### src/b64_pkg.sv
`timescale 1ns / 1ps
// ----------------------------------------------------------------------------
// b64_pkg
// Shared types, constants and alphabet functions of the base64 codec.
// ----------------------------------------------------------------------------
package b64_pkg;

    localparam int unsigned B64_FIFO_DEPTH = 2;

    localparam logic        MODE_ENCODE = 1'b0;
    localparam logic        MODE_DECODE = 1'b1;

    localparam logic [7:0]  PAD_CHAR    = 8'h3D;

    // One accepted input item turned into up to four result items.
    typedef struct packed {
        logic [31:0] bytes;     // first result in the low byte
        logic [2:0]  cnt;       // number of results, 1 to 4
        logic        data_ok;   // clear only for a bare end marker
        logic        last;
        logic        stopped;
    } t_job;

    function automatic logic [7:0] b64_char(input logic [5:0] v);
        logic [7:0] w;
        begin
            w = {2'b00, v};
            if (v < 6'd26) begin
                b64_char = w + 8'h41;
            end else if (v < 6'd52) begin
                b64_char = w + 8'h47;
            end else if (v < 6'd62) begin
                b64_char = w - 8'h04;
            end else if (v == 6'd62) begin
                b64_char = 8'h2B;
            end else begin
                b64_char = 8'h2F;
            end
        end
    endfunction

    // Returns {valid, sextet}.
    function automatic logic [6:0] b64_sextet(input logic [7:0] c);
        logic [7:0] t;
        begin
            t = 8'h00;
            if (c >= 8'h41 && c <= 8'h5A) begin
                t = c - 8'h41;
                b64_sextet = {1'b1, t[5:0]};
            end else if (c >= 8'h61 && c <= 8'h7A) begin
                t = c - 8'h47;
                b64_sextet = {1'b1, t[5:0]};
            end else if (c >= 8'h30 && c <= 8'h39) begin
                t = c + 8'h04;
                b64_sextet = {1'b1, t[5:0]};
            end else if (c == 8'h2B) begin
                b64_sextet = {1'b1, 6'd62};
            end else if (c == 8'h2F) begin
                b64_sextet = {1'b1, 6'd63};
            end else begin
                b64_sextet = {1'b0, t[5:0]};
            end
        end
    endfunction

endpackage

### src/b64_front.sv
`timescale 1ns / 1ps
// ----------------------------------------------------------------------------
// b64_front
// Accepts input transactions, tracks the group state and builds result jobs.
// ----------------------------------------------------------------------------
module b64_front (
    input  logic          i_clk,
    input  logic          i_rst_n,
    input  logic          i_cfg_wr_en,
    input  logic          i_cfg_wr_data,
    input  logic          i_accept,
    input  logic [7:0]    i_byte,
    input  logic          i_has_byte,
    input  logic          i_last,
    output logic          o_push,
    output b64_pkg::t_job o_job
);
    import b64_pkg::*;

    logic        r_mode;
    logic [23:0] r_bits;
    logic [1:0]  r_cnt;
    logic        r_halt;

    logic [23:0] n_bits;
    logic [1:0]  n_cnt;
    logic        n_halt;

    logic [23:0] e_bits;
    logic [1:0]  e_cnt;
    logic [17:0] d_low;
    logic [6:0]  sx;
    t_job        job;

    always_comb begin
        n_bits       = r_bits;
        n_cnt        = r_cnt;
        n_halt       = r_halt;
        e_bits       = {r_bits[15:0], i_byte};
        e_cnt        = r_cnt + 2'd1;
        d_low        = r_bits[17:0];
        sx           = b64_sextet(i_byte);
        job.bytes    = 32'h0;
        job.cnt      = 3'd0;
        job.data_ok  = 1'b1;
        job.last     = i_last;
        job.stopped  = 1'b0;

        if (r_mode == MODE_ENCODE) begin
            if (i_has_byte) begin
                n_bits = e_bits;
                n_cnt  = e_cnt;
                if (e_cnt == 2'd3) begin
                    job.bytes = {b64_char(e_bits[5:0]),   b64_char(e_bits[11:6]),
                                 b64_char(e_bits[17:12]), b64_char(e_bits[23:18])};
                    job.cnt   = 3'd4;
                    n_bits    = 24'h0;
                    n_cnt     = 2'd0;
                end
            end
            if (i_last) begin
                if (n_cnt == 2'd1) begin
                    job.bytes = {PAD_CHAR, PAD_CHAR,
                                 b64_char({n_bits[1:0], 4'b0000}),
                                 b64_char(n_bits[7:2])};
                    job.cnt   = 3'd4;
                end else if (n_cnt == 2'd2) begin
                    job.bytes = {PAD_CHAR,
                                 b64_char({n_bits[3:0], 2'b00}),
                                 b64_char(n_bits[9:4]),
                                 b64_char(n_bits[15:10])};
                    job.cnt   = 3'd4;
                end
            end
        end else begin
            if (i_has_byte && !r_halt) begin
                if (!sx[6]) begin
                    n_halt = 1'b1;
                end else begin
                    n_bits = {d_low, sx[5:0]};
                    if (r_cnt == 2'd3) begin
                        job.bytes = {8'h00, n_bits[7:0], n_bits[15:8], n_bits[23:16]};
                        job.cnt   = 3'd3;
                        n_bits    = 24'h0;
                        n_cnt     = 2'd0;
                    end else begin
                        n_cnt = r_cnt + 2'd1;
                    end
                end
            end
            if (i_last) begin
                if (n_cnt == 2'd2) begin
                    job.bytes = {24'h0, n_bits[11:4]};
                    job.cnt   = 3'd1;
                end else if (n_cnt == 2'd3) begin
                    job.bytes = {16'h0, n_bits[9:2], n_bits[17:10]};
                    job.cnt   = 3'd2;
                end
            end
            job.stopped = n_halt;
        end

        if (i_last && job.cnt == 3'd0) begin
            job.bytes   = 32'h0;
            job.cnt     = 3'd1;
            job.data_ok = 1'b0;
        end
        if (i_last) begin
            n_bits = 24'h0;
            n_cnt  = 2'd0;
            n_halt = 1'b0;
        end
    end

    always_ff @(posedge i_clk) begin
        if (!i_rst_n) begin
            r_mode <= MODE_ENCODE;
            r_bits <= 24'h0;
            r_cnt  <= 2'd0;
            r_halt <= 1'b0;
        end else if (i_cfg_wr_en) begin
            r_mode <= i_cfg_wr_data;
            r_bits <= 24'h0;
            r_cnt  <= 2'd0;
            r_halt <= 1'b0;
        end else if (i_accept) begin
            r_bits <= n_bits;
            r_cnt  <= n_cnt;
            r_halt <= n_halt;
        end
    end

    assign o_push = i_accept && (job.cnt != 3'd0);
    assign o_job  = job;

endmodule

### src/b64_fifo.sv
`timescale 1ns / 1ps
// ----------------------------------------------------------------------------
// b64_fifo
// Short job queue between the front and back parts of the codec.
// ----------------------------------------------------------------------------
module b64_fifo #(
    parameter int unsigned DEPTH = b64_pkg::B64_FIFO_DEPTH
) (
    input  logic          i_clk,
    input  logic          i_rst_n,
    input  logic          i_push,
    input  b64_pkg::t_job i_job,
    output logic          o_full,
    input  logic          i_pop,
    output logic          o_valid,
    output b64_pkg::t_job o_job
);
    import b64_pkg::*;

    localparam int unsigned AW = $clog2(DEPTH);
    localparam int unsigned CW = $clog2(DEPTH + 1);

    t_job          r_mem [DEPTH];
    logic [AW-1:0] r_wr;
    logic [AW-1:0] r_rd;
    logic [CW-1:0] r_cnt;
    logic          do_push;
    logic          do_pop;

    assign o_full  = (r_cnt == CW'(DEPTH));
    assign o_valid = (r_cnt != '0);
    assign o_job   = r_mem[r_rd];
    assign do_push = i_push && !o_full;
    assign do_pop  = i_pop && o_valid;

    always_ff @(posedge i_clk) begin
        if (do_push) begin
            r_mem[r_wr] <= i_job;
        end
    end

    always_ff @(posedge i_clk) begin
        if (!i_rst_n) begin
            r_wr  <= '0;
            r_rd  <= '0;
            r_cnt <= '0;
        end else begin
            if (do_push) begin
                r_wr <= (r_wr == AW'(DEPTH - 1)) ? '0 : r_wr + 1'b1;
            end
            if (do_pop) begin
                r_rd <= (r_rd == AW'(DEPTH - 1)) ? '0 : r_rd + 1'b1;
            end
            if (do_push && !do_pop) begin
                r_cnt <= r_cnt + 1'b1;
            end else if (do_pop && !do_push) begin
                r_cnt <= r_cnt - 1'b1;
            end
        end
    end

endmodule

### src/b64_back.sv
`timescale 1ns / 1ps
// ----------------------------------------------------------------------------
// b64_back
// Unpacks queued jobs into one output transaction per cycle while i_tready allows.
// ----------------------------------------------------------------------------
module b64_back (
    input  logic          i_clk,
    input  logic          i_rst_n,
    input  logic          i_job_valid,
    input  b64_pkg::t_job i_job,
    output logic          o_job_pop,
    output logic          o_tvalid,
    input  logic          i_tready,
    output logic [7:0]    o_tdata,
    output logic [1:0]    o_tuser,
    output logic          o_tlast
);
    import b64_pkg::*;

    logic        r_busy;
    logic [31:0] r_bytes;
    logic [2:0]  r_left;
    logic        r_dok;
    logic        r_last;
    logic        r_stop;

    logic        r_ovalid;
    logic [7:0]  r_odata;
    logic [1:0]  r_ouser;
    logic        r_olast;

    logic        out_free;
    logic        emit;
    logic        final_one;
    logic        take;

    assign out_free  = !r_ovalid || i_tready;
    assign emit      = r_busy && out_free;
    assign final_one = (r_left == 3'd1);
    assign take      = i_job_valid && (!r_busy || (emit && final_one));

    always_ff @(posedge i_clk) begin
        if (!i_rst_n) begin
            r_busy   <= 1'b0;
            r_ovalid <= 1'b0;
        end else begin
            if (emit) begin
                r_ovalid <= 1'b1;
            end else if (out_free) begin
                r_ovalid <= 1'b0;
            end
            if (take) begin
                r_busy <= 1'b1;
            end else if (emit && final_one) begin
                r_busy <= 1'b0;
            end
        end
    end

    always_ff @(posedge i_clk) begin
        if (emit) begin
            r_odata <= r_bytes[7:0];
            r_ouser <= {r_stop, r_dok};
            r_olast <= r_last && final_one;
            r_bytes <= {8'h00, r_bytes[31:8]};
            r_left  <= r_left - 3'd1;
        end
        if (take) begin
            r_bytes <= i_job.bytes;
            r_left  <= i_job.cnt;
            r_dok   <= i_job.data_ok;
            r_last  <= i_job.last;
            r_stop  <= i_job.stopped;
        end
    end

    assign o_job_pop = take;
    assign o_tvalid  = r_ovalid;
    assign o_tdata   = r_odata;
    assign o_tuser   = r_ouser;
    assign o_tlast   = r_olast;

endmodule

### src/base64_codec.sv
`timescale 1ns / 1ps
// ----------------------------------------------------------------------------
// base64_codec
// Streaming base64 encoder and decoder with the standard alphabet.
// ----------------------------------------------------------------------------
// Usage:
//   s_axis carries one byte or character per transaction; tuser flags that
//   tdata holds a byte, tlast closes the message. m_axis returns encoded
//   characters or decoded bytes; tuser[0] marks data (clear on a bare end
//   marker), tuser[1] reports a decode stop, tlast ends the message.
//   i_cfg_wr_en writes the mode (0 encode, 1 decode) and starts a new
//   message; write it only while the codec is idle.
//   The front takes one input transaction per cycle while the job queue
//   has room; the back sends one result per cycle while m_axis is ready.
//   An input's first result passes the job queue, the back's job register
//   and its output register. Encoding yields four characters per three
//   bytes, so m_axis sets its pace; decoding keeps up with one input per cycle.
//   Reset clears the mode to encode and empties queue and group state.
//   A stalled m_axis holds its transaction; the queue fills, then
//   s_axis_tready drops.
// ----------------------------------------------------------------------------
module base64_codec #(
    parameter int unsigned FIFO_DEPTH = b64_pkg::B64_FIFO_DEPTH
) (
    input  logic       i_clk,
    input  logic       i_rst_n,
    input  logic       i_cfg_wr_en,
    input  logic       i_cfg_wr_data,
    input  logic       s_axis_tvalid,
    output logic       s_axis_tready,
    input  logic [7:0] s_axis_tdata,   // [7:0] in_byte
    input  logic       s_axis_tuser,   // [0] has_byte
    input  logic       s_axis_tlast,
    output logic       m_axis_tvalid,
    input  logic       m_axis_tready,
    output logic [7:0] m_axis_tdata,   // [7:0] out_byte
    output logic [1:0] m_axis_tuser,   // [0] out_valid, [1] stopped
    output logic       m_axis_tlast
);
    import b64_pkg::*;

    logic accept;
    logic push;
    logic full;
    logic q_valid;
    logic pop;
    t_job f_job;
    t_job q_job;

    assign s_axis_tready = !full;
    assign accept        = s_axis_tvalid && !full;

    b64_front u_front (
        .i_clk        (i_clk),
        .i_rst_n      (i_rst_n),
        .i_cfg_wr_en  (i_cfg_wr_en),
        .i_cfg_wr_data(i_cfg_wr_data),
        .i_accept     (accept),
        .i_byte       (s_axis_tdata),
        .i_has_byte   (s_axis_tuser),
        .i_last       (s_axis_tlast),
        .o_push       (push),
        .o_job        (f_job)
    );

    b64_fifo #(
        .DEPTH(FIFO_DEPTH)
    ) u_fifo (
        .i_clk  (i_clk),
        .i_rst_n(i_rst_n),
        .i_push (push),
        .i_job  (f_job),
        .o_full (full),
        .i_pop  (pop),
        .o_valid(q_valid),
        .o_job  (q_job)
    );

    b64_back u_back (
        .i_clk      (i_clk),
        .i_rst_n    (i_rst_n),
        .i_job_valid(q_valid),
        .i_job      (q_job),
        .o_job_pop  (pop),
        .o_tvalid   (m_axis_tvalid),
        .i_tready   (m_axis_tready),
        .o_tdata    (m_axis_tdata),
        .o_tuser    (m_axis_tuser),
        .o_tlast    (m_axis_tlast)
    );

endmodule

### config.mk
export PLATFORM = sky130hd
export DESIGN_NAME = base64_codec
export DESIGN_NICKNAME = d
export VERILOG_FILES = /design/src/b64_pkg.sv /design/src/b64_front.sv /design/src/b64_fifo.sv /design/src/b64_back.sv /design/src/base64_codec.sv
export SDC_FILE = /design/constraint.sdc
export NUM_CORES = 1
export LEC_CHECK = 0
export ABC_AREA = 1
export BUFFER_PORTS_ARGS = -buffer_cell sky130_fd_sc_hd__buf_4
export CORE_AREA = 4 4 182 184
export CTS_BUF_LIST = sky130_fd_sc_hd__clkbuf_4
export CTS_CLUSTER_DIAMETER = 80
export DETAILED_ROUTE_END_ITERATION = 8
export DIE_AREA = 0 0 186 188
export GPL_TIMING_DRIVEN = 0
export HOLD_SLACK_MARGIN = 0.03
export PLACE_DENSITY = 0.57
export REMOVE_ABC_BUFFERS = 1
export SYNTH_ARGS = -nofsm -noshare
export SYNTH_HDL_FRONTEND = slang
export SYNTH_SLANG_ARGS = --single-unit
export TNS_END_PERCENT = 20
### constraint.sdc
create_clock -name i_clk -period 4 [get_ports i_clk]
set_input_delay 0.6 -clock i_clk [delete_from_list [all_inputs] [get_ports i_clk]]
set_output_delay 0.6 -clock i_clk [all_outputs]
set_load 0.1 [all_outputs]
==> flow_results.org, run 1 <==
** Critical path
- Sort of element at the end of the critical path :: flop
- Data on the critical path arrives at its endpoint at 3.98 ns.
- The worst setup path is launched from a flop.
- Required time of the critical path :: 4.24 ns
- The setup path with the least slack is of type reg -> reg.
- In this run the worst path has a maximum fanout of 17.

** Logic synthesis
- Ranked by total cell area, the synthesized netlist is headed by edfxtp_1 36%, nand2_1 11%, ha_1 6.7%.
- Multiplexer share of the synthesized area :: 0%
- Area fraction in and, or, nand and nor cells after synthesis :: 21.0%
- In the synthesized netlist the async set-or-reset flop fraction comes to 0%.
- Synth Cell Area :: 10300 sq um
- Main combinational cell family by area after synthesis :: simple AND/OR/NAND/NOR gates
- Counting flops with a built-in enable in the synthesized netlist gives 125.
- In this run the mean area of a mapped cell was 8.13 sq um.
- Synthesized instance count :: 1268
- Yosys reg bits :: 154
- Number of distinct library cells after synthesis :: 58
- Adder-cell share of the synthesized area :: 6.68%
- Summed over all instances, the cell type with the most area after synthesis is edfxtp_1.
- Synth warnings :: 0
- Parity-gate share of the synthesized area counting xor and xnor cells :: 3.15%
- Compound-gate portion of the synthesized area :: 20.0%
- Most common flop cell mapped by yosys :: edfxtp_1
- Seq/Total Area, Yosys :: 42.1%
- After synthesis, the largest area contributor takes up 36.4% of total cell area.

** Clock tree
- The clock reaches the later pin of the worst-skew pair after 0.54 ns.
- Clock tree from TritonCTS :: yes
- Number of hold buffers added after cts :: 0
- The clock tree synthesis step divided the H-tree into 4 levels.
- Number of clock sinks :: 154
- Max Buffers Root-to-Sink :: 2
- Clock-pin slew was measured on the worst setup and hold paths at 0.12 ns.
- The number of clock buffers added by TritonCTS is 17.
- The tree is rooted in a clkbuf_4.

** Timing
- The worst pin sits at a relative slew slack of 12.0%.
- Period Utilization, post-route :: 93.5%
- Setup violations remaining at the end of the flow were counted as 0.
- Max-slew violation count :: 0
- Shortest period the worst path allows :: 3.74 ns
- RSZ-0062 raised after global routing :: no
- Worst clock skew :: 0.0245 ns
- Measured slew at the worst slew-check pin :: 1.32 ns
- The hold violation count in the final report was 0.
- Timing-limited maximum frequency :: 267 MHz

** Placement
- Summing all placed instances gives a cell area of 10900 sq um.
- Port buffering added 28 buffers.
- Placed Instances :: 1656
- The congestion estimate from routability-driven global placement came to 0.950.
- The wire-length estimate of the detail-placed layout is 22.5 mm.

** Drt
- The count of nets left with antenna violations once routing finished came out at 0.
- Residual DRC :: 0
- Routed Wire Length :: 30.8 mm
- Avg WL per Cell :: 18.1 um
- Initial DRC count :: 779
- Vias/cell :: 5.38
- DR pass1 iterations :: 5
- Count of vias placed by the detailed router :: 9147

** Final layout
- Proportion of layout cells with a drive suffix above 1 :: 11.6%
- Most used cells in the layout excluding fill and tap cells :: 290 x nand2_1, 125 x edfxtp_1, 105 x inv_1, 105 x a21oi_1, 95 x nor2_1
- In the final design database the tool counted 1354 nets.
- Area added between synthesis and finish :: 9.71%
- For this run, the number of standard cells in the final layout without fillers is 1699.
- Leading cell type in the layout, fill and taps excluded :: nand2_1
- After routing the design area is 11300 sq um.

** GRT
- The initial antenna violation count came to 1.
- Largest net degree at the start of global routing :: 40
- Global router's overall resource usage :: 17.5%
- Total global routing overflow :: 0
- The number of global-route vias before repair was 8721.
- The first global-routing pass estimated 48.7 mm of wire.

** Outcome
- Run status :: finished clean

** Flow run
- Max-cap viol count :: 0

** Floorplan
- Total I/O pin count :: 29
- Standard-cell rows :: 65
- From bottom edge to top edge, the die measures 188 um.
- The die is 186 um wide.
- Die footprint :: 35000 sq um
- Area inside the core boundary :: 31400 sq um
- Initial core utilization :: 32.8%

** Power
- Largest vdd supply drop :: 0.000345 V
- For this design the ratio of total power to cell area is 497 nW/um^2.
- For this design the static power due to leakage is 4.44 nW.

** Hold path
- Type of the tightest min-delay check :: in -> reg
## flip-flops by register name (all words and copies together) (netlist names), 2 cells and up, named ones only
signal / flops
u_back.o_tdata: 8
u_back.o_tuser: 2
u_back.r_bytes: 32
u_back.r_left: 3
u_fifo.r_cnt: 2
u_fifo.r_mem: 76
u_front.r_bits: 18
u_front.r_cnt: 2
## cells by family (layout without fill, tap and decap cells)
kind of cell	count (synthesis)	count (layout)
adder cells (fa/ha/maj)	55	55
AND/OR/NAND/NOR	507	507
AO/OA/AOI/OAI	334	334
flip-flops	154	154
XOR/XNOR	37	37
other	0	1
buffers and inverters	181	209
## per-layer routing
metal | part of all wire, % | wire [um] | vias to the layer above | global-route usage, %
li1 | - | - | 4428 | -
met1 | 45 | 13800 | 4425 | 23.8
met2 | 48 | 14800 | 256 | 28.7
met3 | 5.2 | 1610 | 38 | 3.16
met4 | 1.9 | 584 | 0 | 4.76
met5 | 0 | 0 | - | 0
## cells in the mapped netlist (4+ instances only)
master / count
nor3_1: 18
a22oi_1: 10
o22ai_2: 10
clkbuf_1: 29
edfxtp_1: 125
o221ai_1: 7
a211oi_1: 4
nor2_2: 5
xor2_1: 33
o211ai_1: 19
clkinv_1: 4
nand3_1: 60
o31ai_1: 8
buf_4: 5
o22ai_1: 14
nand4_1: 8
a21oi_1: 106
xnor2_1: 4
nand2_4: 5
a31oi_1: 33
nor2_1: 98
o21ai_1: 16
buf_2: 6
nand2_2: 7
a221oi_1: 4
ha_1: 55
inv_2: 24
inv_1: 106
nand2_1: 291
dfxtp_1: 29
o21ai_0: 84
## per-stage QoR
stage	TNS (ns)	hold slack [ns]	total power [mW]	util (%)	setup WS, ns
after floorplan	-84.79	0.400	4.01	-	-2.00
after global placement	-367.19	0.400	4.67	34.4	-5.64
after detailed placement	-8.37	0.405	4.74	34.7	-0.189
after CTS	-1.08	0.224	5.65	35.6	-0.136
after global routing	0	0.223	6.00	36.0	0.0196
final	0	0.290	5.62	36.0	0.259
## repair_timing
item                       CTS  global route
resized for setup            1            12
setup buffers                0            10
setup endpoints to repair   14           108
pin swaps                    0             4
## power by group
part           internal, mW  switching (mW)  total, mW
sequential             2.32           0.205       2.53
clock                 0.398           0.519      0.917
combinational         0.621            1.56       2.18
total                  3.34            2.28       5.62
## layout make-up
class	instances	area (sq um)
fill	3302	20100
multi-input combinational	933	5310
sequential	154	4340
inverter	136	523
tap	402	503
timing repair buffer	41	360
clock buffer	22	165
clock inverter	10	103
antenna	1	2.50
## final timing paths
path	cells past startpoint	to	slack [ns]	startpoint
worst max-delay path	15	u_fifo.r_mem[1][26]$_DFFE_PP_	0.26	u_front.r_cnt[0]$_SDFFE_PP0P_
worst min-delay path	3	u_front.r_mode$_SDFFE_PN0P_	0.29	i_cfg_wr_data
worst max register to register	15	u_fifo.r_mem[1][26]$_DFFE_PP_	0.26	u_front.r_cnt[0]$_SDFFE_PP0P_
worst min register to register	0	u_back.o_tdata[0]$_DFFE_PP_	0.43	u_back.r_bytes[0]$_DFFE_PP_
## worst max-delay path, stage by stage, from the launching register on
cell and delay (ns):
dfxtp_1 0.48, inv_1 0.16, ha_1 0.25, inv_1 0.11, nand2_4 0.22, o22ai_2 0.52
ha_1 0.32, inv_1 0.11, nor2_1 0.31, inv_1 0.07, nand2_1 0.09, inv_1 0.06
nand2_1 0.06, a21oi_1 0.07, a211oi_1 0.47, a21oi_1 0.12
No activity file was read; power rests on OpenSTA's default activity.
==> run 2: changes to the inputs <==
--- a/config.mk
+++ b/config.mk
@@ -7,14 +7,14 @@
 export LEC_CHECK = 0
 export ABC_AREA = 1
 export BUFFER_PORTS_ARGS = -buffer_cell sky130_fd_sc_hd__buf_4
-export CORE_AREA = 4 4 182 184
+export CORE_AREA = 4 4 140 142
 export CTS_BUF_LIST = sky130_fd_sc_hd__clkbuf_4
 export CTS_CLUSTER_DIAMETER = 80
 export DETAILED_ROUTE_END_ITERATION = 8
-export DIE_AREA = 0 0 186 188
+export DIE_AREA = 0 0 144 146
 export GPL_TIMING_DRIVEN = 0
 export HOLD_SLACK_MARGIN = 0.03
-export PLACE_DENSITY = 0.57
+export PLACE_DENSITY = 0.84
 export REMOVE_ABC_BUFFERS = 1
 export SYNTH_ARGS = -nofsm -noshare
 export SYNTH_HDL_FRONTEND = slang
==> flow_results.org, run 2 (synthesized netlist as in run 1, its figures left out) <==
** Outcome
- Run status :: finished clean

** Final layout
- The fill cell instance count of the final layout came to 1572 (-52%).
- The area growth from synthesis to layout is 7.54%.
- Proportion of layout cells with a drive suffix above 1 :: 11.6% (+0.068 points)
- The register with the most flip-flops in the final layout is u_fifo.r_mem.
- Leaving out fill and tap cells, the most frequent cell in the layout is nand2_1.
- The final layout net count is 1355 (+0.074%).
- Top flop regs :: u_fifo.r_mem: 76 flops, u_back.r_bytes: 32 flops, u_front.r_bits: 18 flops
- Most used cells in the layout excluding fill and tap cells :: 291 x nand2_1, 125 x edfxtp_1, 105 x inv_1, 105 x a21oi_1, 95 x nor2_1
- Number of flip-flops in the largest register :: 76 (unchanged)
- Non-Filler Cell Area, Final :: 11100 sq um (-2.0%)

** Drt
- Routed Wire Length :: 27.5 mm (-11%)
- DR pass1 iterations :: 5 (unchanged)
- The count of routing violations after the opening detailed-route iteration came to 832 (+6.8%).
- Count of vias placed by the detailed router :: 9303 (+1.7%)
- Residual DRC :: 0 (unchanged)
- The mean number of vias per cell came to 6.07 (+13%).
- Post-route ant nets :: 0 (unchanged)
- The mean routed wirelength per cell was 17.9 um (-1.0%).

** Floorplan
- The die span in y is 146 um (-22%).
- The die area is 21000 sq um (-40%).
- The area of the placeable core came to 18500 sq um (-41%).
- Standard-cell rows :: 50 (-23%)
- The floorplan die width came to 144 um (-23%).
- Total I/O pin count :: 29 (unchanged)
- The effective utilization at floorplan was 55.8% (+23 points).

** Clock tree
- Clock buffers created by TritonCTS :: 17 (unchanged)
- CTS clk-pin slew, worst paths :: 0.15 ns (+0.03 ns)
- The total of hold buffers inserted after clock tree synthesis was 0 (unchanged).
- Latest clock arrival within the worst-skew pair :: 0.53 ns (about the same)
- The number of H-tree branching levels came to 4 (unchanged).
- The number of clock sinks was 154 (unchanged).
- Root Buffer :: clkbuf_4
- Max Buffers Root-to-Sink :: 2 (unchanged)
- TritonCTS built the clock tree.

** Critical path
- Data arrival, critical path :: 3.94 ns (-0.04 ns)
- Sort of element at the end of the critical path :: flop
- Critical setup path kind :: reg -> reg
- CP Max Fanout :: 17 (unchanged)
- Startpoint kind of the worst setup timing path :: flop
- The required time of the critical path came to 4.24 ns (about the same).

** GRT
- Antenna violations before repair :: 1 (unchanged)
- Number of global-route vias before repair :: 8628 (-1.1%)
- The global-route wire length before repair came to 44.2 mm (-9.2%).
- Largest net degree at the start of global routing :: 42 (+5.0%)
- The total global routing overflow was 0 (unchanged).
- The total routing usage reported by global routing was 26.2% (+8.7 points).

** Placement
- Port bufs :: 28 (unchanged)
- The final weighted congestion of routability-driven global placement came to 0.981 (+3.3%).
- Post-detail-place hpwl :: 20.0 mm (-11%)
- Cell area after placement :: 10700 sq um (-2.0%)
- The setup slack after placement came to -0.0265 ns (+0.163 ns).

** Timing
- The worst-case headroom to the max-slew limit is 19.6% (+7.5 points).
- Period Utilization, post-route :: 92.4% (-1.1 points)
- The largest clock skew in the final design is 0.0255 ns (+0.000984 ns).
- RSZ-0062 raised after global routing :: no
- Timing-limited maximum frequency :: 271 MHz (+1.2%)
- Max-slew violation count :: 0 (unchanged)
- The slew at the pin closest to its max-slew limit was 1.20 ns (-0.116 ns).
- The final worst slack came to 0.304 ns (+0.0445 ns).
- The post-route worst hold slack came to 0.288 ns (-0.00173 ns).
- Setup violation total in the final timing report :: 0 (unchanged)
- Shortest period the worst path allows :: 3.70 ns (-0.0445 ns)
- The aggregate negative setup slack was 0 ns (unchanged).
- The hold violation count in the final report is 0 (unchanged).

** Power
- Cell leakage power :: 4.42 nW (-0.37%)
- The logic gate share of total power came to 38.8% (about the same).
- The fraction of power consumed by the clock network was 15.1% (-1.2 points).
- The total power after layout came to 5.49 mW (-2.4%).
- Total net switching power :: 2.30 mW (+0.74%)
- Switching Share :: 41.9% (+1.3 points)
- The total power per unit cell area came to 495 nW/um^2 (-0.44%).
- Int Pwr :: 3.19 mW (-4.6%)
- Fraction of power consumed by sequential logic :: 46.0% (+1.0 points)
- Largest vdd supply drop :: 0.000276 V (-20%)

** Hold path
- Type of the tightest min-delay check :: in -> reg

** Flow run
- The max-capacitance violation count was 0 (unchanged).
run 2: cell types whose count changed in the layout (fill, tap and decap cells not counted):
cell	previous run	this run
buf_16	2	1
clkinv_4	2	5
clkinv_1	7	6
clkbuf_4	22	17
nand2_2	7	6
inv_6	1	3
clkinvlp_4	1	3
nand2_1	290	291
inv_4	1	2
inv_8	0	2
buf_12	1	3
clkinv_2	3	1
bufinv_16	2	0
run 2: worst paths after layout:
path,cells after the start,slack [ns],from,endpoint
setup / recovery,15,0.30,u_front.r_cnt[0]$_SDFFE_PP0P_,u_fifo.r_mem[0][10]$_DFFE_PP_
hold / removal,3,0.29,i_cfg_wr_data,u_front.r_mode$_SDFFE_PN0P_
setup reg to reg,15,0.30,u_front.r_cnt[0]$_SDFFE_PP0P_,u_fifo.r_mem[0][10]$_DFFE_PP_
hold reg to reg,0,0.44,u_back.r_stop$_DFFE_PP_,u_back.o_tuser[1]$_DFFE_PP_
run 2: power by group through the flow:
stage	Sequential (mW)	Clock, mW	Combinational (mW)
final	2.53	0.830	2.13
after global routing	2.56	0.911	2.36
after CTS	2.53	0.833	2.11
after detailed placement	2.57	0	2.10
after global placement	2.60	0	1.98
after floorplan	2.83	0	1.18
run 2: per-stage QoR:
step	util, %	cells
detailed placement	57.9	1488
global route	60.0	1532
finish	60.0	1532
CTS	59.3	1520
global placement	57.4	1485
floorplan	-	1223
run 2: layout make-up:
cell class	instances	area (sq um)	share of cell area, %
clock buffers	17	128	1.15
clock inverters	15	119	1.07
diodes	1	2.50	0.0226
inverters	136	520	4.70
flip-flops and latches	154	4340	39.1
multi-input cells	933	5310	47.9
well taps	234	293	2.64
repair buffers	42	373	3.36
run 2: repair_timing:
action / in CTS / in global routing
buffers inserted: 0 / 11
endpoints found under the setup margin: 2 / 70
resized for setup: 1 / 10
pin swaps: 0 / 2
run 2: routing by layer:
layer  global-route usage [%]  part of all wire, %
met1                     35.4                   41
met2                     41.1                   47
met3                     6.05                  9.3
met4                     9.79                  2.9
met5                        0                    0
run 2: critical path: stages, from the launching register on:
cell and delay, ns:
dfxtp_1 0.50, inv_1 0.16, ha_1 0.25, inv_1 0.12, nand2_4 0.22, o22ai_1 0.59
inv_1 0.21, ha_1 0.26, o21ai_0 0.18, inv_1 0.09, xor2_1 0.17, o22ai_1 0.09
o21ai_0 0.18, nand3_1 0.13, nand2_1 0.10, o21ai_1 0.14
